[src/hdl/qcse_pkg.sv]
// Shared types, constants and helpers for the quadrature count speed estimator.
package qcse_pkg;

	localparam int CNT_W   = 16;
	localparam int TS_W    = 64;
	localparam int VAL_W   = 48;
	localparam int CPR_W   = 16;
	localparam int CIRC_W  = 32;
	localparam int ALPHA_W = 17;
	localparam int DEN_W   = 80;
	localparam int NUM_W   = 67;
	localparam int STEP_W  = 7;

	localparam logic [CPR_W-1:0]   CPR_RST   = 16'd8192;
	localparam logic [CIRC_W-1:0]  CIRC_RST  = 32'd5149257;
	localparam logic [ALPHA_W-1:0] ALPHA_RST = 17'd19661;
	localparam logic [ALPHA_W-1:0] ALPHA_ONE = 17'd65536;

	localparam logic [1:0] REG_CPR   = 2'd0;
	localparam logic [1:0] REG_CIRC  = 2'd1;
	localparam logic [1:0] REG_ALPHA = 2'd2;

	localparam logic [25:0] RPM_SCALE = 26'd60000000;
	localparam logic [19:0] US_SCALE  = 20'd1000000;

	localparam logic [STEP_W-1:0] STEPS_TURN = 7'd16;
	localparam logic [STEP_W-1:0] STEPS_INC  = 7'd47;
	localparam logic [STEP_W-1:0] STEPS_SPD  = 7'd57;
	localparam logic [STEP_W-1:0] STEPS_VEL  = 7'd67;

	typedef struct packed {
		logic             clear;
		logic [CNT_W-1:0] cnt;
		logic [CNT_W-1:0] delta;
		logic [CNT_W-1:0] mag;
		logic             neg;
		logic             dt_zero;
		logic [TS_W-1:0]  dt;
	} item_t;

	typedef struct packed {
		logic              start;
		logic [STEP_W-1:0] steps;
	} div_ctl_t;

	typedef struct packed {
		logic full;
		logic empty;
	} fifo_stat_t;

	typedef enum logic [3:0] {
		B_IDLE, B_MUL1, B_MUL2, B_DIV_TURN, B_DIV_INC, B_DIV_SPD, B_DIV_VEL,
		B_FILT1, B_FILT2, B_FILT3, B_OUT
	} back_state_t;

	// Apply sign to a quotient magnitude and saturate to 48 bits.
	function automatic logic [VAL_W-1:0] sat48(input logic [NUM_W-1:0] q, input logic neg);
		logic [NUM_W-1:0] lim;
		logic [NUM_W-1:0] m;
		logic [VAL_W-1:0] mm;
		lim = neg ? (NUM_W'(1) << 47) : ((NUM_W'(1) << 47) - NUM_W'(1));
		m   = (q > lim) ? lim : q;
		mm  = m[VAL_W-1:0];
		return neg ? (~mm + VAL_W'(1)) : mm;
	endfunction

endpackage

[src/hdl/qcse_fifo.sv]
// Two-entry item queue between the front and back sections.
module qcse_fifo (
	input  logic               clk,
	input  logic               arst_n,
	input  logic               push,
	input  qcse_pkg::item_t    wr_item,
	input  logic               pop,
	output qcse_pkg::item_t    rd_item,
	output qcse_pkg::fifo_stat_t stat
);
	import qcse_pkg::*;

	item_t      mem_q [2];
	logic       wr_ptr_q;
	logic       rd_ptr_q;
	logic [1:0] fill_q;

	assign rd_item    = mem_q[rd_ptr_q];
	assign stat.full  = (fill_q == 2'd2);
	assign stat.empty = (fill_q == 2'd0);

	always_ff @(posedge clk) begin
		if (push) begin
			mem_q[wr_ptr_q] <= wr_item;
		end
	end

	always_ff @(posedge clk or negedge arst_n) begin
		if (!arst_n) begin
			wr_ptr_q <= 1'b0;
			rd_ptr_q <= 1'b0;
			fill_q   <= 2'd0;
		end else begin
			if (push) wr_ptr_q <= ~wr_ptr_q;
			if (pop) rd_ptr_q <= ~rd_ptr_q;
			fill_q <= fill_q + 2'(push) - 2'(pop);
		end
	end

endmodule

[config.mk]
export PLATFORM = sky130hd
export DESIGN_NAME = qcse_fifo
export DESIGN_NICKNAME = d
export VERILOG_FILES = /design/src/hdl/qcse_pkg.sv /design/src/hdl/qcse_fifo.sv
export SDC_FILE = /design/constraint.sdc
export NUM_CORES = 1
export LEC_CHECK = 0
export BUFFER_PORTS_ARGS = -buffer_cell sky130_fd_sc_hd__buf_2
export CAP_MARGIN = 10
export CORE_MARGIN = 2
export CORE_UTILIZATION = 56
export DETAILED_ROUTE_END_ITERATION = 8
export PLACE_DENSITY = 0.84
export SYNTH_ARGS = -nofsm -noshare
export SYNTH_HDL_FRONTEND = slang
export SYNTH_SLANG_ARGS = --single-unit
[constraint.sdc]
create_clock -name clk -period 15.8 [get_ports clk]
set_input_delay 2.37 -clock clk [delete_from_list [all_inputs] [get_ports clk]]
set_output_delay 2.37 -clock clk [all_outputs]
set_load 0.005 [all_outputs]
# Word level (Yosys, flattened, before mapping)
# Memories as Yosys holds them, arrays and structs flattened.
# Cells that the tools add are included.
dict set report totals {
  word_cells 12
  reg_bits 4
  out_inout_bits 117
  mem_count 1
  inputBits 119
  mem_bits_rw 230
}
dict set report classes {
  addsub 2
  reduce_logical 1
  eq_ne 1
  bitwise 2
  mux 2
}
# name depth word_bits rd rd_ports_with_merged_regs write_ports line_no
set memory_table {}
lappend memory_table {mem_q 2 115 1 0 1 qcse_fifo.sv:13} ;# item_t mem_q [2];
# cell count
set ops {}
lappend ops {{2-bit by 1-bit adder with 2-bit output} 1}
lappend ops {{2-bit equality test (second input constant)} 1}
lappend ops {{2-bit logical NOT} 1}
lappend ops {{1-bit two-way mux} 2}
lappend ops {{1-bit NOT} 2}
lappend ops {{2-bit by 1-bit subtractor with 2-bit output} 1}

# Longest topological paths before layout
# Gate-level depths: netlist (run 1).
dict set report logic_depth {
  word_depth 2
  depth_mapped 5
  depth_no_buf 5
}

# Least setup slack after synthesis (run 1)
# No wires, ideal clock.
dict set report synth_path {
  kind {input to register}
  from {input port push}
  to {memory mem_q[0][0] in the netlist's numbering, enable pin}
  setup_ns 0.604
  arrival_ns 7.363
  setup_slack_ns 7.833
  t_required_ns 15.196
  stages 1
  n_path_buf 0
  path_cell_list {nor2b_1}
}
dict set report synth_via {
  elab_chain_len 2
}
# item line_no
set synth_lines {}
lappend synth_lines {{start: declaration} qcse_fifo.sv:5} ;# input logic push,
lappend synth_lines {{1-bit two-way mux} qcse_fifo.sv:23} ;# if (push) begin
lappend synth_lines {{1-bit two-way mux (implied by the code)} qcse_fifo.sv:24} ;# mem_q[wr_ptr_q] <= wr_item;
lappend synth_lines {{end: declaration} qcse_fifo.sv:13}
# No other way between the ends.

==> flow_summary.json, run 1 <==
{
  "cp-end-kind": "output port",
  "place_congestion": 0.740,
  "finalSetupViolCount": 0,
  "synth_top_area_cell": "edfxtp_1",
  "ir_drop_v": 0.000130,
  "synthCells": 373,
  "r2r_setup_slack_ns": 13.54,
  "rows": 45,
  "cts_max_path_buffers": 3,
  "worst_path_largest_cell_delay_ns": 0.93,
  "fmax_mhz": 191,
  "cts_num_sinks": 234,
  "grt_max_degree": 67,
  "dpl.hpwl_um": 10400,
  "synth_area_um2": 8650,
  "drc": 0,
  "max-cap-violations": 0,
  "synth_top_area_frac": 0.798,
  "layout-drive-gt1-share": 0.605,
  "skew_ns": 0.00849,
  "grt_antenna_before_repair": 1,
  "whs_endpoint": "wr_ptr_q",
  "netlist_top_cells_area": "edfxtp_1 (80%), mux2_2 (9.8%), mux2_4 (6.9%)",
  "fin_crit_ns": 5.25,
  "clkTransAtPathRegs_ns": 0.06,
  "powerDensity_nw_per_um2": 174,
  "final_hold_viol_count": 0,
  "routed_wl_um": 15400,
  "reg2regPathDepth": 2,
  "antenna_cells": 0,
  "ant_nets": 0,
  "post-cts-setup-buffers": 0,
  "cts_max_level": 1,
  "setup_tns_ns": 0,
  "numPortBuffers": 235,
  "nNetsFinal": 745,
  "grt_pass1_vias": 4616,
  "ys_warn_count": 0,
  "hold_slack_ns": 0.551,
  "rsz0062_at_grt": "no",
  "synth-seq-cells": 234,
  "min_path_cells": 1,
  "post_cts_resized": 0,
  "grt_overflow": 0,
  "vias_per_cell": 5.26,
  "vias": 4353,
  "crit_chain": "buf_4, mux2_2, buf_2",
  "syn2layout_area_growth_pct": 23.6,
  "r2r_start": "wr_ptr_q",
  "io_pins": 236,
  "worst_pin_slew_ns": 0.952,
  "grt_usage": 0.179,
  "start_util": 0.571,
  "hold_buffers": 0,
  "core_area_um2": 15100,
  "synthesis.nets": 494,
  "cts_buffers": 23,
  "fin_crit_sh": 0.332,
  "detail_route.first_pass.iterations": 4,
  "slew_headroom": 0.365,
  "synth_cell_type_count": 13,
  "r2r-end": "mem_q[1][69]",
  "dieArea_um2": 16500,
  "status": "completed",
  "cp_top_family": "buffers and inverters",
  "grt_pass1_wl_um": 22900,
  "power_w": 0.00186,
  "drtIter0Drc": 247,
  "ys_seq_area_frac": 0.810,
  "die_x_um": 128,
  "hold_start": "wr_ptr_q",
  "hold_path_class": "register to register",
  "wire_per_inst_um": 18.6,
  "worstPathRequired_ns": 13.43,
  "slew_violations": 0,
  "arrival_ns": 2.88,
  "cellLeakagePower_nw": 4.17,
  "cp-start-kind": "register",
  "die-height_um": 128,
  "synth.avg_cell_area_um2": 23.2,
  "crit_path_top_delay_cell": "dfrtp_4",
  "insertion_delay_ns": 0.48,
  "critPathBufInv": 2,
  "cts_root_buf": "clkbuf_16",
  "cp_max_fo": 66,
  "tritoncts": "done",
  "crit_type": "register to output port"
}
## state kept, by name, indices dropped and copies added, names as in the netlist
name	count
rd_ptr_q	1
fill_q	2
wr_ptr_q	1
mem_q	230
## cells by family after synthesis
| group | Yosys count | share of synthesized area |
|---|---|---|
| flip-flops | 234 | 0.810 |
| AND/OR/NAND/NOR | 4 | 0.00260 |
| buffers and inverters | 15 | 0.0127 |
| adder cells (fa/ha/maj) | 2 | 0.00289 |
| multiplexers | 115 | 0.167 |
| XOR/XNOR | 3 | 0.00477 |
## cells in the mapped netlist
cell and number:
and2_1 1, buf_2 7, buf_6 6, dfrtp_1 4
edfxtp_1 230, ha_1 2, inv_1 2, mux2_2 75
mux2_4 40, nor2_1 1, nor2b_1 2, xor2_1 2
xor3_1 1
## placed cells by master, fill, tap and decap left out
cell	instances
mux2_2	75
ha_1	2
dfrtp_4	1
clkinvlp_4	1
xor2_1	2
nor2b_1	1
nor2b_4	1
mux2_4	40
buf_2	235
clkinv_2	3
clkinv_1	2
clkbuf_8	1
buf_4	4
dfrtp_1	3
xor3_1	1
nor2_1	1
clkbuf_1	9
clkbuf_16	23
inv_1	2
clkinv_4	1
bufinv_16	1
and2_4	1
edfxtp_1	230
## worst max-delay path by stage
stage	depth (start not counted)	end	from	slack (ns)
floorplan	1	mem_q[0][0]	push	7.83
global placement	3	rd_item[14]	rd_ptr_q	11.04
detailed placement	3	rd_item[28]	rd_ptr_q	10.99
CTS	3	rd_item[28]	rd_ptr_q	10.47
global route	3	rd_item[106]	rd_ptr_q	10.37
finish	3	rd_item[46]	rd_ptr_q	10.55
## per-stage QoR
step | utilization | instance area (um2) | worst slack [ns] | std cells
after floorplan | - | 8650 | 7.83 | 373
after CTS | 0.706 | 10700 | 10.47 | 828
final | 0.706 | 10700 | 10.55 | 828
after detailed placement | 0.660 | 10000 | 10.99 | 787
after global routing | 0.706 | 10700 | 10.37 | 828
after global placement | 0.660 | 10000 | 11.04 | 787
## metal layers
layer,global-route usage,part of all wire,vias to the layer above
met1,0.216,0.38,2150
met3,0.0551,0.089,25
met4,0.0433,0.018,0
li1,-,-,1985
met2,0.318,0.52,193
met5,0,0,-
## where the power goes
part           internal [W]  switching, W  leakage [nW]  total [W]
clock              0.000291      0.000207         0.335   0.000497
sequential         0.000825     0.0000583          2.20   0.000884
combinational      0.000265      0.000215          1.63   0.000481
total               0.00138      0.000480          4.17    0.00186
## final cells by class
cell class	instances	area (um2)
Sequential cell	234	7010
Fill cell	926	4450
Multi-Input combinational cell	124	1540
Timing Repair Buffer	239	1210
Clock buffer	33	623
Tap cell	188	235
Clock inverter	8	68.8
Inverter	2	7.51
Note: power is estimated with default switching activity, not from simulation.
==> run 2, diff against run 1 <==
--- a/config.mk
+++ b/config.mk
@@ -8,9 +8,9 @@
 export BUFFER_PORTS_ARGS = -buffer_cell sky130_fd_sc_hd__buf_2
 export CAP_MARGIN = 10
 export CORE_MARGIN = 2
-export CORE_UTILIZATION = 56
+export CORE_UTILIZATION = 52
 export DETAILED_ROUTE_END_ITERATION = 8
-export PLACE_DENSITY = 0.84
+export PLACE_DENSITY = 0.79
 export SYNTH_ARGS = -nofsm -noshare
 export SYNTH_HDL_FRONTEND = slang
 export SYNTH_SLANG_ARGS = --single-unit
==> constraint.sdc (replaced) <==
create_clock -name clk -period 5.5 [get_ports clk]
set_input_delay 0.825 -clock clk [delete_from_list [all_inputs] [get_ports clk]]
set_output_delay 0.825 -clock clk [all_outputs]
set_load 0.005 [all_outputs]
==> run 2 against run 1 <==
Against the previous run: worst setup slack worse by 8.1 ns; sequential share of layout area about the same; non-clock buffer count grew 1; sequential power rose to 2.8 times the previous value; cell area about the same; critical path depth unchanged; register-to-register slack worse by 10 ns; routed wire length is 2.0% higher; flip-flop and latch count is the same; first-iteration DRC count rose by 11%; total power grew to 2.8 times the previous value; critical path type unchanged.
==> flow_summary.json, run 2 (synthesis gave the netlist of run 1 again) <==
{
  "status": "completed",
  "most-common-layout-cells": "buf_2 (235), edfxtp_1 (230), mux2_2 (75)",
  "worstPathRequired_ns": 4.68,
  "cts_max_level": 1,
  "critPathBufInv": 2,
  "cts_buffers": 23,
  "hold_buffers": 0,
  "syn2layout_area_growth_pct": 23.7,
  "io_pins": 236,
  "tritoncts": "done",
  "largest_register": "mem_q",
  "nNetsFinal": 746,
  "drtIter0Drc": 273,
  "cp-start-kind": "register",
  "core_area_um2": 16400,
  "numPortBuffers": 235,
  "post-cts-setup-buffers": 0,
  "setup_tns_ns": 0,
  "combPwrFrac": 0.279,
  "finalSetupViolCount": 0,
  "wire_per_inst_um": 18.3,
  "fin_crit_sh": 0.552,
  "power_switching_w": 0.00139,
  "worst_path_largest_cell_delay_ns": 0.68,
  "vias": 4333,
  "place_congestion": 0.745,
  "largest_reg_flops": 230,
  "pwr-share-seq": 0.464,
  "fin_crit_ns": 3.03,
  "powerDensity_nw_per_um2": 495,
  "grt_max_degree": 84,
  "post_cts_resized": 0,
  "arrival_ns": 2.21,
  "skew_ns": 0.00483,
  "crit_path_top_delay_cell": "buf_4",
  "grt_usage": 0.174,
  "crit_chain": "buf_4, mux2_2, buf_2",
  "cts_num_sinks": 234,
  "cellLeakagePower_nw": 4.16,
  "cts_max_path_buffers": 3,
  "clkTransAtPathRegs_ns": 0.06,
  "reg_top3": "mem_q x230, fill_q x2",
  "internal_power_w": 0.00390,
  "routed_wl_um": 15700,
  "die_x_um": 133,
  "vias_per_cell": 5.04,
  "rsz0062_at_grt": "no",
  "cp-end-kind": "output port",
  "pwr-share-clk": 0.257,
  "start_util": 0.527,
  "final_hold_viol_count": 0,
  "cp_max_fo": 58,
  "crit_type": "register to output port",
  "final_common_cell": "buf_2",
  "worst_pin_slew_ns": 1.16,
  "die-height_um": 133,
  "ir_drop_v": 0.000294,
  "grt_antenna_before_repair": 3,
  "detail_route.first_pass.iterations": 4,
  "slew_violations": 0,
  "hold_path_class": "input port to async pin",
  "grt_overflow": 0,
  "grt_pass1_wl_um": 23900,
  "dieArea_um2": 17700,
  "ant_nets": 0,
  "cts_root_buf": "clkbuf_16",
  "cp_top_family": "buffers and inverters",
  "insertion_delay_ns": 0.49,
  "fmax_mhz": 330,
  "fill_cells": 1136,
  "dpl.hpwl_um": 10300,
  "layout-drive-gt1-share": 0.605,
  "max-cap-violations": 0,
  "rows": 47,
  "swShare": 0.263,
  "slew_headroom": 0.230,
  "final_util": 0.652,
  "drc": 0,
  "grt_pass1_vias": 4553
}
==> run 2: cell count changes in the layout (fill, tap and decap cells not counted), sizes merged <==
cell	delta
clkinv	+2
clkbuf	-4
clkinvlp	-1
buf	+1
inv	+1
diode	+2
bufinv	-1
==> run 2: area by class of cell <==
type	instances	area, um2	share of cell area
clock inverter	9	43.8	0.00409
clock buffer	29	598	0.0559
sequential	234	7010	0.655
inverter	2	7.51	0.000702
timing repair buffer	240	1210	0.113
multi-input combinational	124	1540	0.144
antenna	2	5.00	0.000468
tap	220	275	0.0257
==> run 2: stage by stage <==
step | cells | total power (W) | worst slack (ns) | hold WS (ns) | area, um2
final | 860 | 0.00530 | 2.47 | 0.122 | 10700
after global routing | 859 | 0.00555 | 2.36 | 0.105 | 10700
after CTS | 858 | 0.00536 | 2.44 | 0.102 | 10700
after detailed placement | 820 | 0.00399 | 2.64 | 0.539 | 10100
after global placement | 820 | 0.00394 | 2.71 | 0.533 | 10100
after floorplan | 373 | 0.00346 | 1.24 | 0.473 | 8650
==> run 2: path summary, 6_finish.rpt <==
check                            start  slack, ns           end  cells past startpoint
min reg2reg                   wr_ptr_q       0.55      wr_ptr_q                      1
max reg2reg                   wr_ptr_q       3.20  mem_q[1][85]                      2
max                           rd_ptr_q       2.47    rd_item[3]                      3
min                             arst_n       0.12      rd_ptr_q                      1
min in group clk           wr_item[54]       0.51  mem_q[1][54]                      1
max in group asynchronous       arst_n       5.24      rd_ptr_q                      1
==> run 2: power groups by stage <==
stage,registers (W),clock network [W],logic [W]
4_1_cts,0.00246,0.00140,0.00150
2_1_floorplan,0.00249,0,0.000961
5_1_grt,0.00249,0.00147,0.00159
3_3_place_gp,0.00247,0,0.00147
6_report,0.00246,0.00136,0.00148
3_5_place_dp,0.00250,0,0.00149
==> run 2: per-layer routing <==
layer	part of all wire	GRT usage	vias to the layer above
met5	0.0015	0	-
met4	0.023	0.0562	4
met3	0.096	0.0655	33
met2	0.50	0.297	189
met1	0.38	0.204	2121
li1	-	-	1986
==> run 2: worst reg2reg max path: stages, from the launching register on <==
cell and delay [ns]:
dfrtp_1 0.42, and2_4 0.94, buf_4 0.58
