===== src/hdl/qcse_pkg.sv =====
// Shared types, constants and helpers for the quadrature count speed estimator.
package qcse_pkg;

	localparam int CNT_W   = 16;
	localparam int TS_W    = 64;
	localparam int VAL_W   = 48;
	localparam int CPR_W   = 16;
	localparam int CIRC_W  = 32;
	localparam int ALPHA_W = 17;
	localparam int DEN_W   = 80;
	localparam int NUM_W   = 67;
	localparam int STEP_W  = 7;

	localparam logic [CPR_W-1:0]   CPR_RST   = 16'd8192;
	localparam logic [CIRC_W-1:0]  CIRC_RST  = 32'd5149257;
	localparam logic [ALPHA_W-1:0] ALPHA_RST = 17'd19661;
	localparam logic [ALPHA_W-1:0] ALPHA_ONE = 17'd65536;

	localparam logic [1:0] REG_CPR   = 2'd0;
	localparam logic [1:0] REG_CIRC  = 2'd1;
	localparam logic [1:0] REG_ALPHA = 2'd2;

	localparam logic [25:0] RPM_SCALE = 26'd60000000;
	localparam logic [19:0] US_SCALE  = 20'd1000000;

	localparam logic [STEP_W-1:0] STEPS_TURN = 7'd16;
	localparam logic [STEP_W-1:0] STEPS_INC  = 7'd47;
	localparam logic [STEP_W-1:0] STEPS_SPD  = 7'd57;
	localparam logic [STEP_W-1:0] STEPS_VEL  = 7'd67;

	typedef struct packed {
		logic             clear;
		logic [CNT_W-1:0] cnt;
		logic [CNT_W-1:0] delta;
		logic [CNT_W-1:0] mag;
		logic             neg;
		logic             dt_zero;
		logic [TS_W-1:0]  dt;
	} item_t;

	typedef struct packed {
		logic              start;
		logic [STEP_W-1:0] steps;
	} div_ctl_t;

	typedef struct packed {
		logic full;
		logic empty;
	} fifo_stat_t;

	typedef enum logic [3:0] {
		B_IDLE, B_MUL1, B_MUL2, B_DIV_TURN, B_DIV_INC, B_DIV_SPD, B_DIV_VEL,
		B_FILT1, B_FILT2, B_FILT3, B_OUT
	} back_state_t;

	// Apply sign to a quotient magnitude and saturate to 48 bits.
	function automatic logic [VAL_W-1:0] sat48(input logic [NUM_W-1:0] q, input logic neg);
		logic [NUM_W-1:0] lim;
		logic [NUM_W-1:0] m;
		logic [VAL_W-1:0] mm;
		lim = neg ? (NUM_W'(1) << 47) : ((NUM_W'(1) << 47) - NUM_W'(1));
		m   = (q > lim) ? lim : q;
		mm  = m[VAL_W-1:0];
		return neg ? (~mm + VAL_W'(1)) : mm;
	endfunction

endpackage


===== src/hdl/qcse_front.sv =====
// Front section: accepts items, forms count and time differences, queues work.
module qcse_front (
	input  logic                     clk,
	input  logic                     arst_n,
	input  logic                     in_valid,
	output logic                     in_ready,
	input  logic                     mode,
	input  logic [15:0]              count,
	input  logic [63:0]              ts,
	output logic                     push,
	output qcse_pkg::item_t          item,
	input  qcse_pkg::fifo_stat_t     fstat
);
	import qcse_pkg::*;

	logic [CNT_W-1:0] last_count_q;
	logic [TS_W-1:0]  last_time_q;
	logic [CNT_W-1:0] dw;
	logic [TS_W-1:0]  dt;
	logic             acc;

	assign in_ready = !fstat.full;
	assign acc      = in_valid && in_ready;
	assign push     = acc;
	assign dw       = count - last_count_q;
	assign dt       = ts - last_time_q;

	always_comb begin
		item.clear   = mode;
		item.cnt     = mode ? last_count_q : count;
		item.delta   = mode ? '0 : dw;
		item.neg     = !mode && dw[CNT_W-1];
		item.mag     = mode ? '0 : (dw[CNT_W-1] ? (~dw + CNT_W'(1)) : dw);
		item.dt      = dt;
		item.dt_zero = (dt == '0);
	end

	// Advance the sample history on every update item.
	always_ff @(posedge clk or negedge arst_n) begin
		if (!arst_n) begin
			last_count_q <= '0;
			last_time_q  <= '0;
		end else if (acc && !mode) begin
			last_count_q <= count;
			last_time_q  <= ts;
		end
	end

endmodule


===== config.mk =====
export PLATFORM = sky130hd
export DESIGN_NAME = qcse_front
export DESIGN_NICKNAME = d
export VERILOG_FILES = /design/src/hdl/qcse_pkg.sv /design/src/hdl/qcse_front.sv
export SDC_FILE = /design/constraint.sdc
export NUM_CORES = 1
export LEC_CHECK = 0
export CELL_PAD_IN_SITES_DETAIL_PLACEMENT = 1
export CELL_PAD_IN_SITES_GLOBAL_PLACEMENT = 1
export CORE_ASPECT_RATIO = 0.75
export CORE_MARGIN = 5
export CORE_UTILIZATION = 30
export DETAILED_ROUTE_END_ITERATION = 10
export DONT_BUFFER_PORTS = 1
export GPL_TIMING_DRIVEN = 0
export PLACE_DENSITY_LB_ADDON = 0.2
export SLEW_MARGIN = 20
export SYNTH_ARGS = -nofsm -noshare
export SYNTH_HDL_FRONTEND = slang
export SYNTH_SLANG_ARGS = --single-unit
export TNS_END_PERCENT = 50

===== constraint.sdc =====
create_clock -name clk -period 6.1 [get_ports clk]
set_input_delay 0.305 -clock clk [delete_from_list [all_inputs] [get_ports clk]]
set_output_delay 0.305 -clock clk [all_outputs]
set_load 0.01 [all_outputs]

# Word-level counts from Yosys, hierarchy flattened
# Index checks and enable logic that the tools add are counted.
# word_totals
register_bits	80
inputBits	86
out_inout_bits	117
word_cells	16
# op_classes
addsub	3
mux	4
bitwise	1
reduce_logical	6
# ops
operator	n
64-bit logical NOT	1
16-bit two-way mux	4
64-bit subtractor	1
16-bit by 1-bit adder with 16-bit output (second input constant)	1
16-bit inverter	1
16-bit subtractor	1
1-bit logical AND	3
1-bit logical NOT	2

# Depth between registers and ports, before layout
# Gate-level depths: netlist of the first run.
# depth
ltp_word	5
mapped_depth	15
mapped_depth_nobuf	15

# Least setup slack after synthesis of the first run
# Ideal clock, no wire load.
# synth_path
path_type	register to output
from	register last_time_q[6]
to	output port item[64] (netlist name)
arrival_time_ps	3874
t_required_ps	5795
slack_ps	1921
stages_incl_launch_ff	14
path_buffers	0
path_cell_list	dfrtp_1 -> inv_1 -> ha_1 -> o211ai_1 -> a2111oi_4 -> o21ai_4 -> o211ai_1 -> nand2_1 -> o31ai_1 -> a221oi_1 -> xnor2_1 -> or4_1 -> or4b_1 -> nor4_2
# synth_rtl
element	line	source
from (decl)	qcse_front.sv:17	logic [TS_W-1:0] last_time_q;
from (signal assigned)	qcse_front.sv:45	last_time_q <= ts;
to (decl)	qcse_front.sv:11	output qcse_pkg::item_t item,

==> flow_summary.yaml, run 1 <==
run_status:
  outcome: "finished, final reports clean"
cells_and_area:
  multi_input_area_um2: 6240
  final_core_utilization_pct: 33.6
  antennaDiodeCount: 0
  area_delta_synth_final_pct: 9.93
  finish.cell_count_without_fillers: 1609
  final_cell_mix: "sky130_fd_sc_hd__nand2_1 (159), sky130_fd_sc_hd__o21ai_0 (124), sky130_fd_sc_hd__inv_1 (102)"
  final.fill_count: 3595
  mostFrequentLayoutCell: "sky130_fd_sc_hd__nand2_1"
  layout-drive-gt1-share_pct: 7.48
  seq_area_um2: 2000
  post-route-cell-area_um2: 9820
  design.final.nets: 1379
power:
  fin_total_pwr_mw: 3.38
  vdd.ir_drop.worst_v: 0.000151
  leakage_power_figure_nw: 4.11
  power_density_nw_per_um2: 344
timing:
  final_min_period_over_clock_period_pct: 92.5
  worst_slack_ns: 0.455
  final-max-slew-violation-count: 0
  rsz0062_at_grt: "false"
  tightest_slew_ns: 1.07
  whs_ns: 0.0494
  timing.max_slew.rel_slack_pct: 28.8
  hold_violations: 0
  post-route-min-period_ns: 5.65
  max_freq_ghz: 0.177
  skew_ns: 0
  finalSetupViolations: 0
  aggregate_negative_setup_slack_ns: 0
place:
  number_of_i_o_port_buffers: 0
  finalWeightedCongestion: 0.880
  dp_hpwl_mm: 27.2
  place_ws_ns: 0.625
  numPlacedInstances: 1591
  placed_cell_area_um2: 9430
cts:
  root_buffer: "sky130_fd_sc_hd__clkbuf_16"
  clockBufferDepth: 2
  cts-buffers-inserted: 9
  clock_tree.htree_level_count: 3
  cts_tree: "yes"
  clock_insertion_delay_worst_skew_ns: 0.36
  clk_pin_slew_ns: 0.08
  clock_sink_count: 80
worst_setup_path:
  setup.worst_path.start_class: "flop"
  endpoint_kind: "primary output"
  timing.critical_path.slowest_stage_cell: "sky130_fd_sc_hd__nor4bb_1"
  r2r.worst_path.cells: 1
  max_stage_delay_ns: 0.56
  cp-startpoint: "last_time_q[0]"
  cp_data_arrival_time_ns: 5.34
  worst_path_required_time_ns: 5.79
  crit_fanout: 6
  worstReg2RegEnd: "last_count_q[15]"
  setup.worst_path.end: "item[64]"
  worstSetupPathType: "flop to primary output"
  setup.reg_to_reg.worst_slack_ns: 5.33
  timing.critical_path.cells: "ha_1, fa_1, nand2b_1, a211o_1, a21o_1, o21ai_0, xor2_1, a2111oi_0, nand4b_1, nor4bb_1, nand4_1, or4bb_1, nor4_2"
  crit-reg2reg-launch: "last_count_q[15]"
drt:
  remaining_drc_errors: 0
  drt_first_pass_iters: 5
  post_drt_via_cell_ratio: 5.38
  ant_nets: 0
  drt-initial-drc-count: 434
  routed_wl_mm: 33.3
  route.vias.total: 8651
  avgRoutedWirePerCell_um: 20.7
yosys:
  synth_seq_area_share_pct: 22.4
  syn_avg_cell_area_um2: 7.45
  post_synth_main_area_contributors: "sky130_fd_sc_hd__dfrtp_1 (22%), sky130_fd_sc_hd__ha_1 (11%), sky130_fd_sc_hd__o21ai_0 (6.9%), sky130_fd_sc_hd__nand2_1 (6.7%), sky130_fd_sc_hd__xnor2_1 (4.8%)"
  synth.ff_latch_count: 80
  ys_dominant_reg_cell: "sky130_fd_sc_hd__dfrtp_1"
  netlist.top_cell.by_area: "sky130_fd_sc_hd__dfrtp_1"
  ys.warnings.count: 0
  syn-num-nets: 1366
  synth_cells: 1199
  syn_area_um2: 8940
  number_of_enable_flip_flop_cells_after_synthesis: 0
  ys_async_sr_fraction_pct: 100
  synth_cell_type_count: 81
  synth_top_area_share_pct: 22.4
min_path:
  worstHoldPathType: "input port to flop"
  min-delay-start: "ts[50]"
global_routing:
  track_usage_pct: 19.5
  grt_max_degree: 81
  grt_pass1_wl_mm: 51.6
  globalRoute.totalOverflow: 0
  grt_antenna_before_repair: 0
  via_count_of_the_first_global_routing_pass: 8566
floorplan:
  fp.dieArea_um2: 33400
  fp-row-count: 54
  design.core.area_um2: 29300
  die_width_um: 209
  floorplan.initialDensity_pct: 30.5
  top_level_ports: 203
  die_height_um: 159
flow_run:
  max_cap_violations: 0
-- report_power, final --
part,internal (mW),switching [mW]
registers,0.619,0.0306
logic,0.686,1.35
clock network,0.415,0.284
total,1.72,1.67
-- synth_stat cells, types with 10 or more instances --
cell type	instances
sky130_fd_sc_hd__a211oi_1	10
sky130_fd_sc_hd__and2_1	11
sky130_fd_sc_hd__or3_1	13
sky130_fd_sc_hd__mux2_2	20
sky130_fd_sc_hd__ha_1	79
sky130_fd_sc_hd__o21ai_0	124
sky130_fd_sc_hd__a21o_1	22
sky130_fd_sc_hd__nor3_1	19
sky130_fd_sc_hd__dfrtp_1	80
sky130_fd_sc_hd__inv_1	102
sky130_fd_sc_hd__o21a_1	19
sky130_fd_sc_hd__xnor2_1	49
sky130_fd_sc_hd__nand2_1	159
sky130_fd_sc_hd__nor2b_1	14
sky130_fd_sc_hd__o211ai_1	10
sky130_fd_sc_hd__nand3_1	23
sky130_fd_sc_hd__o21bai_1	15
sky130_fd_sc_hd__clkbuf_1	32
sky130_fd_sc_hd__nor2_1	98
sky130_fd_sc_hd__nand4_1	28
sky130_fd_sc_hd__a21oi_1	82
sky130_fd_sc_hd__xor2_1	29
-- state kept, by name, indices dropped and copies added, names as in the netlist --
register,flops
last_time_q,64
last_count_q,16
-- kinds of logic after synthesis --
logic type | Yosys count | synth area share, %
and+or+nand+nor | 417 | 22.1
buffers and inverters | 162 | 7.84
muxes | 22 | 2.74
AOI/OAI and AO/OA | 359 | 25.7
xor gates and xnor gates | 78 | 7.64
adders and majority gates | 81 | 11.5
DFF | 80 | 22.4
-- routing by layer --
layer  track usage, %  share of wire [%]  up-vias
met5                0                  0        -
met4             3.68                1.3        0
met3             5.52                6.4       19
met2             29.5                 43      159
met1             27.9                 49     4224
li1                 -                  -     4249
-- worst max-delay path, delay by kind of cell (launching register included) --
| kind | cells | cell delay, ns |
|---|---|---|
| simple gates | 6 | 2.20 |
| compound gates | 4 | 1.52 |
| fa+ha+maj | 2 | 0.61 |
| flops | 1 | 0.38 |
| xor+xnor | 1 | 0.25 |
-- worst min path at each step --
stage | to | slack (ns) | depth (start not counted)
after CTS | last_time_q[50] | 0.03 | 2
final | last_time_q[50] | 0.05 | 2
after detailed placement | last_time_q[15] | 0.01 | 0
after floorplan | last_count_q[0] | 0.009 | 0
after global placement | last_time_q[15] | 0.02 | 0
after global routing | last_time_q[20] | 0.04 | 2
-- layout make-up --
cell class | count | share of cell area [%]
plain buffers | 60 | 3.23
clock buffers | 10 | 2.43
clock inverters | 6 | 1.17
inverters | 102 | 3.90
multi-input cells | 957 | 63.5
flip-flops and latches | 80 | 20.4
well taps | 392 | 4.99
repair buffers | 2 | 0.382
-- repair_timing --
action	4_1_cts	5_1_grt
setup endpoints to repair	0	1
gates resized for setup	0	1
hold buffers	2	0
hold endpoints to repair	80	0
buffers inserted	0	0
(Power assumes the default switching activity.)
==> run 2, diff against run 1 <==
--- a/config.mk
+++ b/config.mk
@@ -13,7 +13,7 @@
 export DETAILED_ROUTE_END_ITERATION = 10
 export DONT_BUFFER_PORTS = 1
 export GPL_TIMING_DRIVEN = 0
-export PLACE_DENSITY_LB_ADDON = 0.2
+export PLACE_DENSITY_LB_ADDON = 0.1
 export SLEW_MARGIN = 20
 export SYNTH_ARGS = -nofsm -noshare
 export SYNTH_HDL_FRONTEND = slang
==> flow_summary.yaml, run 2 (same netlist as run 1, synthesis figures left out) <==
floorplan:
  floorplan.initialDensity_pct: 30.5
  die_height_um: 159
  fp.dieArea_um2: 33400
  top_level_ports: 203
  die_width_um: 209
  design.core.area_um2: 29300
  fp-row-count: 54
cts:
  clockBufferDepth: 2
  cts_tree: "yes"
  clock_sink_count: 80
  root_buffer: "sky130_fd_sc_hd__clkbuf_16"
  cts-buffers-inserted: 9
  clock_tree.htree_level_count: 3
  clock_insertion_delay_worst_skew_ns: 0.36
  cts_setup_buffers: 0
  clk_pin_slew_ns: 0.08
worst_setup_path:
  worst_path_dominant_cell_family: "simple AND/OR/NAND/NOR gates"
  cp_data_arrival_time_ns: 5.37
  crit_fanout: 6
  worst_path_required_time_ns: 5.79
  crit_path_buf_inv_count: 0
  timing.critical_path.cells: "ha_1, fa_1, nand2b_1, a211o_1, a21o_1, o21ai_0, xor2_1, a2111oi_0, nand4b_1, nor4bb_1, nand4_1, or4bb_1, nor4_2"
  worstSetupPathType: "flop to primary output"
  timing.critical_path.slowest_stage_cell: "sky130_fd_sc_hd__nor4bb_1"
  setup.worst_path.start_class: "flop"
  max_stage_delay_ns: 0.61
  endpoint_kind: "primary output"
cells_and_area:
  layout-drive-gt1-share_pct: 7.31
  layout_top_registers: "last_time_q: 64 flops, last_count_q: 16 flops"
  largest_register_ff_count: 64
  area_delta_synth_final_pct: 9.59
  regMostFlops: "last_time_q"
  mostFrequentLayoutCell: "sky130_fd_sc_hd__nand2_1"
  antennaDiodeCount: 0
  final_cell_mix: "sky130_fd_sc_hd__nand2_1 (159), sky130_fd_sc_hd__o21ai_0 (124), sky130_fd_sc_hd__inv_1 (102)"
  design.final.nets: 1379
min_path:
  worstHoldPathType: "input port to flop"
timing:
  final_min_period_over_clock_period_pct: 93.0
  rsz0062_at_grt: "false"
  tightest_slew_ns: 1.04
  worst_slack_ns: 0.426
  final-max-slew-violation-count: 0
  post-route-min-period_ns: 5.67
  skew_ns: 0
  max_freq_ghz: 0.176
  finalSetupViolations: 0
  aggregate_negative_setup_slack_ns: 0
  timing.max_slew.rel_slack_pct: 30.4
  hold_violations: 0
power:
  power_density_nw_per_um2: 341
  vdd.ir_drop.worst_v: 0.000125
  leakage_power_figure_nw: 4.10
drt:
  post_drt_via_cell_ratio: 5.35
  m1WireLength_mm: 17.5
  avgRoutedWirePerCell_um: 21.1
  drt-initial-drc-count: 458
  remaining_drc_errors: 0
  route.vias.total: 8615
  highest-signal-layer: "met4"
  drt_first_pass_iters: 4
  routed_wl_mm: 33.9
  wl_met3_mm: 1.78
  ant_nets: 0
  met2_length_mm: 14.4
place:
  place_ws_ns: 0.547
  dp_hpwl_mm: 27.9
  number_of_i_o_port_buffers: 0
  finalWeightedCongestion: 0.833
global_routing:
  globalRoute.totalOverflow: 0
  grt_max_degree: 81
  track_usage_pct: 19.7
  via_count_of_the_first_global_routing_pass: 8538
  grt_pass1_wl_mm: 52.3
  grt_antenna_before_repair: 0
run_status:
  outcome: "finished, final reports clean"
flow_run:
  max_cap_violations: 0
==> run 2: cell types whose count changed in the layout (fill, tap and decap cells not counted), sizes merged <==
cell and delta:
inv -1, clkbuf +2, clkinvlp -1, bufinv -1, clkinv +1
==> run 2: repair_timing <==
| item | CTS | global route |
|---|---|---|
| hold endpoints to repair | 80 | 0 |
| endpoints found under the setup margin | 0 | 1 |
| resized for setup | 0 | 1 |
| hold buffers | 2 | 0 |
==> run 2: layout make-up <==
| cell class | count | area, um^2 |
|---|---|---|
| clock inverter | 4 | 77.6 |
| sequential | 80 | 2000 |
| timing repair buffer | 2 | 37.5 |
| inverter | 102 | 383 |
| clock buffer | 12 | 246 |
| tap | 392 | 490 |
| multi-input combinational | 957 | 6240 |
| fill | 3636 | 19500 |
| buffer | 60 | 318 |
==> run 2: final timing paths <==
path | end | cells after the start | from | slack, ns
setup / recovery | item[64] | 13 | last_time_q[0] | 0.43
hold reg to reg | last_time_q[0] | 1 | last_time_q[0] | 0.52
hold / removal | last_time_q[52] | 2 | ts[52] | 0.05
max in group asynchronous | last_time_q[62] | 2 | arst_n | 5.16
min in group asynchronous | last_time_q[33] | 2 | arst_n | 0.52
setup reg to reg | last_count_q[0] | 1 | last_count_q[0] | 5.31
==> run 2: through the flow <==
stage	hold WS, ns	instances	area, um^2	utilization, %	power [mW]
2_1_floorplan	0.00941	1199	8940	-	2.17
3_3_place_gp	0.0135	1591	9430	32.2	2.68
3_5_place_dp	0.0136	1591	9430	32.2	2.69
4_1_cts	0.0442	1609	9790	33.5	3.38
5_1_grt	0.0387	1609	9790	33.5	3.61
6_report	0.0541	1609	9790	33.5	3.34
==> run 2: layer usage <==
layer | track usage, % | up-vias
met1 | 29.3 | 4200
met5 | 0 | -
met4 | 2.94 | 0
met2 | 29.4 | 153
met3 | 4.98 | 19
li1 | - | 4243
==> run 2: power by group <==
| part | switching (mW) | total [mW] | internal, mW | leakage (nW) |
|---|---|---|---|---|
| clock network | 0.280 | 0.653 | 0.373 | 0.157 |
| registers | 0.0306 | 0.649 | 0.619 | 0.981 |
| logic | 1.36 | 2.04 | 0.685 | 2.96 |
==> run 3, diff against run 2 <==
--- a/config.mk
+++ b/config.mk
@@ -5,6 +5,7 @@
 export SDC_FILE = /design/constraint.sdc
 export NUM_CORES = 1
 export LEC_CHECK = 0
+export ABC_AREA = 1
 export CELL_PAD_IN_SITES_DETAIL_PLACEMENT = 1
 export CELL_PAD_IN_SITES_GLOBAL_PLACEMENT = 1
 export CORE_ASPECT_RATIO = 0.75
==> flow_summary.yaml, run 3 <==
run_status:
  outcome: "finished, final reports clean"
cts:
  cts_setup_buffers: 0
  cts.repair.resized: 0
  clock_insertion_delay_worst_skew_ns: 0.37
  clk_pin_slew_ns: 0.07
  cts_tree: "yes"
  clockBufferDepth: 2
  cts_hold_bufs: 2
  clock_tree.htree_level_count: 3
  clock_sink_count: 80
  cts-buffers-inserted: 9
  root_buffer: "sky130_fd_sc_hd__clkbuf_16"
floorplan:
  design.core.area_um2: 35900
  top_level_ports: 203
  fp.dieArea_um2: 40200
  floorplan.initialDensity_pct: 30.3
  die_width_um: 230
  fp-row-count: 60
  die_height_um: 175
place:
  placed_cell_area_um2: 11500
  numPlacedInstances: 2438
  dp_hpwl_mm: 40.4
  number_of_i_o_port_buffers: 0
  finalWeightedCongestion: 0.941
cells_and_area:
  area_delta_synth_final_pct: 8.40
  design.final.nets: 2153
  antennaDiodeCount: 0
  post-route-cell-area_um2: 11800
  final_cell_mix: "sky130_fd_sc_hd__nand2_1 (671), sky130_fd_sc_hd__inv_1 (442), sky130_fd_sc_hd__nor2_1 (204)"
  finish.cell_count_without_fillers: 2456
  largest_register_ff_count: 64
  regMostFlops: "last_time_q"
  layout_top_registers: "last_time_q: 64 flops, last_count_q: 16 flops"
  mostFrequentLayoutCell: "sky130_fd_sc_hd__nand2_1"
  final_core_utilization_pct: 32.9
  layout-drive-gt1-share_pct: 6.33
yosys:
  synth_xor_area_share_pct: 2.62
  yosysMostFrequentCell: "sky130_fd_sc_hd__nand2_1"
  post_synth_most_frequent_cells: "sky130_fd_sc_hd__nand2_1 (671), sky130_fd_sc_hd__inv_1 (442), sky130_fd_sc_hd__nor2_1 (204)"
  synthMuxAreaShare_pct: 0.103
  synth.ff_latch_count: 80
  ys.warnings.count: 0
  syn_area_um2: 10900
  synth_fa_ha_area_share_pct: 9.45
  number_of_enable_flip_flop_cells_after_synthesis: 0
  post_synth_main_area_contributors: "sky130_fd_sc_hd__nand2_1 (23%), sky130_fd_sc_hd__dfrtp_1 (18%), sky130_fd_sc_hd__inv_1 (15%), sky130_fd_sc_hd__ha_1 (9.1%), sky130_fd_sc_hd__nor2_1 (7.0%)"
  synth_cells: 1973
  synth_top_area_share_pct: 23.1
  synth_top_family_by_area: "simple AND/OR/NAND/NOR gates"
  synth_seq_area_share_pct: 18.4
  netlist.top_cell.by_area: "sky130_fd_sc_hd__nand2_1"
  synth_compound_area_share_pct: 10.3
  synth_cell_type_count: 48
  simple_gate_portion_of_the_synthesized_area_pct: 42.0
  ys_async_sr_fraction_pct: 100
  ys_dominant_reg_cell: "sky130_fd_sc_hd__dfrtp_1"
  syn-num-nets: 2140
  syn_avg_cell_area_um2: 5.52
drt:
  avgRoutedWirePerCell_um: 18.8
  ant_nets: 0
  post_drt_via_cell_ratio: 4.81
  route.vias.total: 11800
  drt_first_pass_iters: 5
  drt-initial-drc-count: 560
  routed_wl_mm: 46.1
  remaining_drc_errors: 0
worst_setup_path:
  setup.worst_path.start_class: "flop"
  max_stage_delay_ns: 0.53
  worstSetupPathType: "flop to primary output"
  cp_data_arrival_time_ns: 3.42
  cpMostUsedCell: "sky130_fd_sc_hd__nand2_1"
  timing.critical_path.cells: "inv_1, ha_1, nand2_1, nor2_1, nand2_1, inv_1, nand3_1, nor3_1, nand2_1, nand3_1, nand2_1, nor2_1, nand3_1, nor2_1, nand2_1, nor2_1"
  endpoint_kind: "primary output"
  worst_path_required_time_ns: 5.79
  timing.critical_path.slowest_stage_cell: "sky130_fd_sc_hd__ha_1"
  crit_fanout: 5
global_routing:
  grt_antenna_before_repair: 0
  track_usage_pct: 22.6
  grt_max_degree: 81
  via_count_of_the_first_global_routing_pass: 11700
  globalRoute.totalOverflow: 0
  grt_pass1_wl_mm: 69.9
timing:
  rsz0062_at_grt: "false"
  tightest_slew_ns: 0.937
  final_min_period_over_clock_period_pct: 61.1
  skew_ns: 0
  final-max-slew-violation-count: 0
  post-route-min-period_ns: 3.72
  max_freq_ghz: 0.269
  timing.max_slew.rel_slack_pct: 37.5
  hold_violations: 0
  aggregate_negative_setup_slack_ns: 0
  finalSetupViolations: 0
  whs_ns: 0.0793
power:
  p_seq_share_pct: 19.0
  pwr-share-comb_pct: 63.5
  power.internal_mw: 1.52
  vdd.ir_drop.worst_v: 0.000127
  power.switching_mw: 1.88
  power_density_nw_per_um2: 288
  power.switching_fraction_pct: 55.3
  power_frac_clock_pct: 17.5
  leakage_power_figure_nw: 7.05
flow_run:
  max_cap_violations: 0
min_path:
  worstHoldPathType: "input port to flop"
==> run 3: cell count changes after synthesis, sizes merged, moves of 50 or more <==
cell,change
o21ai,-72
inv,+355
nor2,+135
nand2,+548
nand3,+61
a21oi,+50
==> run 3: final timing paths <==
kind | start | end | slack (ns) | depth (start not counted)
worst max-delay path | last_time_q[47] | item[64] | 2.38 | 16
worst min-delay path | ts[63] | last_time_q[63] | 0.08 | 1
worst max register to register | last_time_q[63] | last_time_q[63] | 5.34 | 1
worst min register to register | last_count_q[13] | last_count_q[13] | 0.51 | 2
max in group asynchronous | arst_n | last_time_q[36] | 5.23 | 2
min in group asynchronous | arst_n | last_time_q[17] | 0.50 | 2
==> run 3: logic make-up (layout without fill, tap and decap cells) <==
group | after synthesis | in the layout
compound gates | 211 | 211
flops | 80 | 80
mux | 1 | 1
buf+inv | 487 | 505
xor+xnor | 30 | 30
simple gates | 1083 | 1083
fa+ha+maj | 81 | 81
==> run 3: through the flow <==
step | power (mW) | setup slack, ns
after detailed placement | 2.80 | 2.73
after floorplan | 2.15 | 3.48
after global placement | 2.76 | 2.77
final | 3.40 | 2.38
after CTS | 3.44 | 2.29
after global routing | 3.70 | 2.05
==> run 3: critical path, delay by kind of cell (launching register included) <==
kind          cells  cell delay (ns)
simple gates     13             2.04
fa+ha+maj         1             0.53
flops             1             0.33
buf+inv           2             0.14
==> run 3: metal layers <==
| layer | part of all wire [%] | global-route usage (%) | wire length [um] | vias up |
|---|---|---|---|---|
| met5 | 0 | 0 | 0 | - |
| met4 | 1.1 | 3.31 | 492 | 0 |
| met3 | 5.8 | 5.38 | 2670 | 23 |
| met2 | 42 | 34.2 | 19200 | 196 |
| met1 | 51 | 33.3 | 23700 | 5641 |
| li1 | - | - | - | 5956 |
==> run 3: power by group through the flow <==
stage | sequential (mW) | combinational [mW] | clock (mW)
after global routing | 0.656 | 2.40 | 0.642
after global placement | 0.654 | 2.11 | 0
after floorplan | 0.648 | 1.50 | 0
after detailed placement | 0.658 | 2.14 | 0
final | 0.647 | 2.16 | 0.597
after CTS | 0.647 | 2.17 | 0.621
==> run 3: cell type report <==
| cell class | instances | area [um^2] |
|---|---|---|
| Fill cell | 4924 | 24100 |
| Multi-Input combinational cell | 1406 | 7030 |
| Sequential cell | 80 | 2000 |
| Inverter | 459 | 1720 |
| Tap cell | 465 | 582 |
| Clock buffer | 10 | 229 |
| Buffer | 28 | 133 |
| Clock inverter | 6 | 66.3 |
| Timing Repair Buffer | 2 | 37.5 |
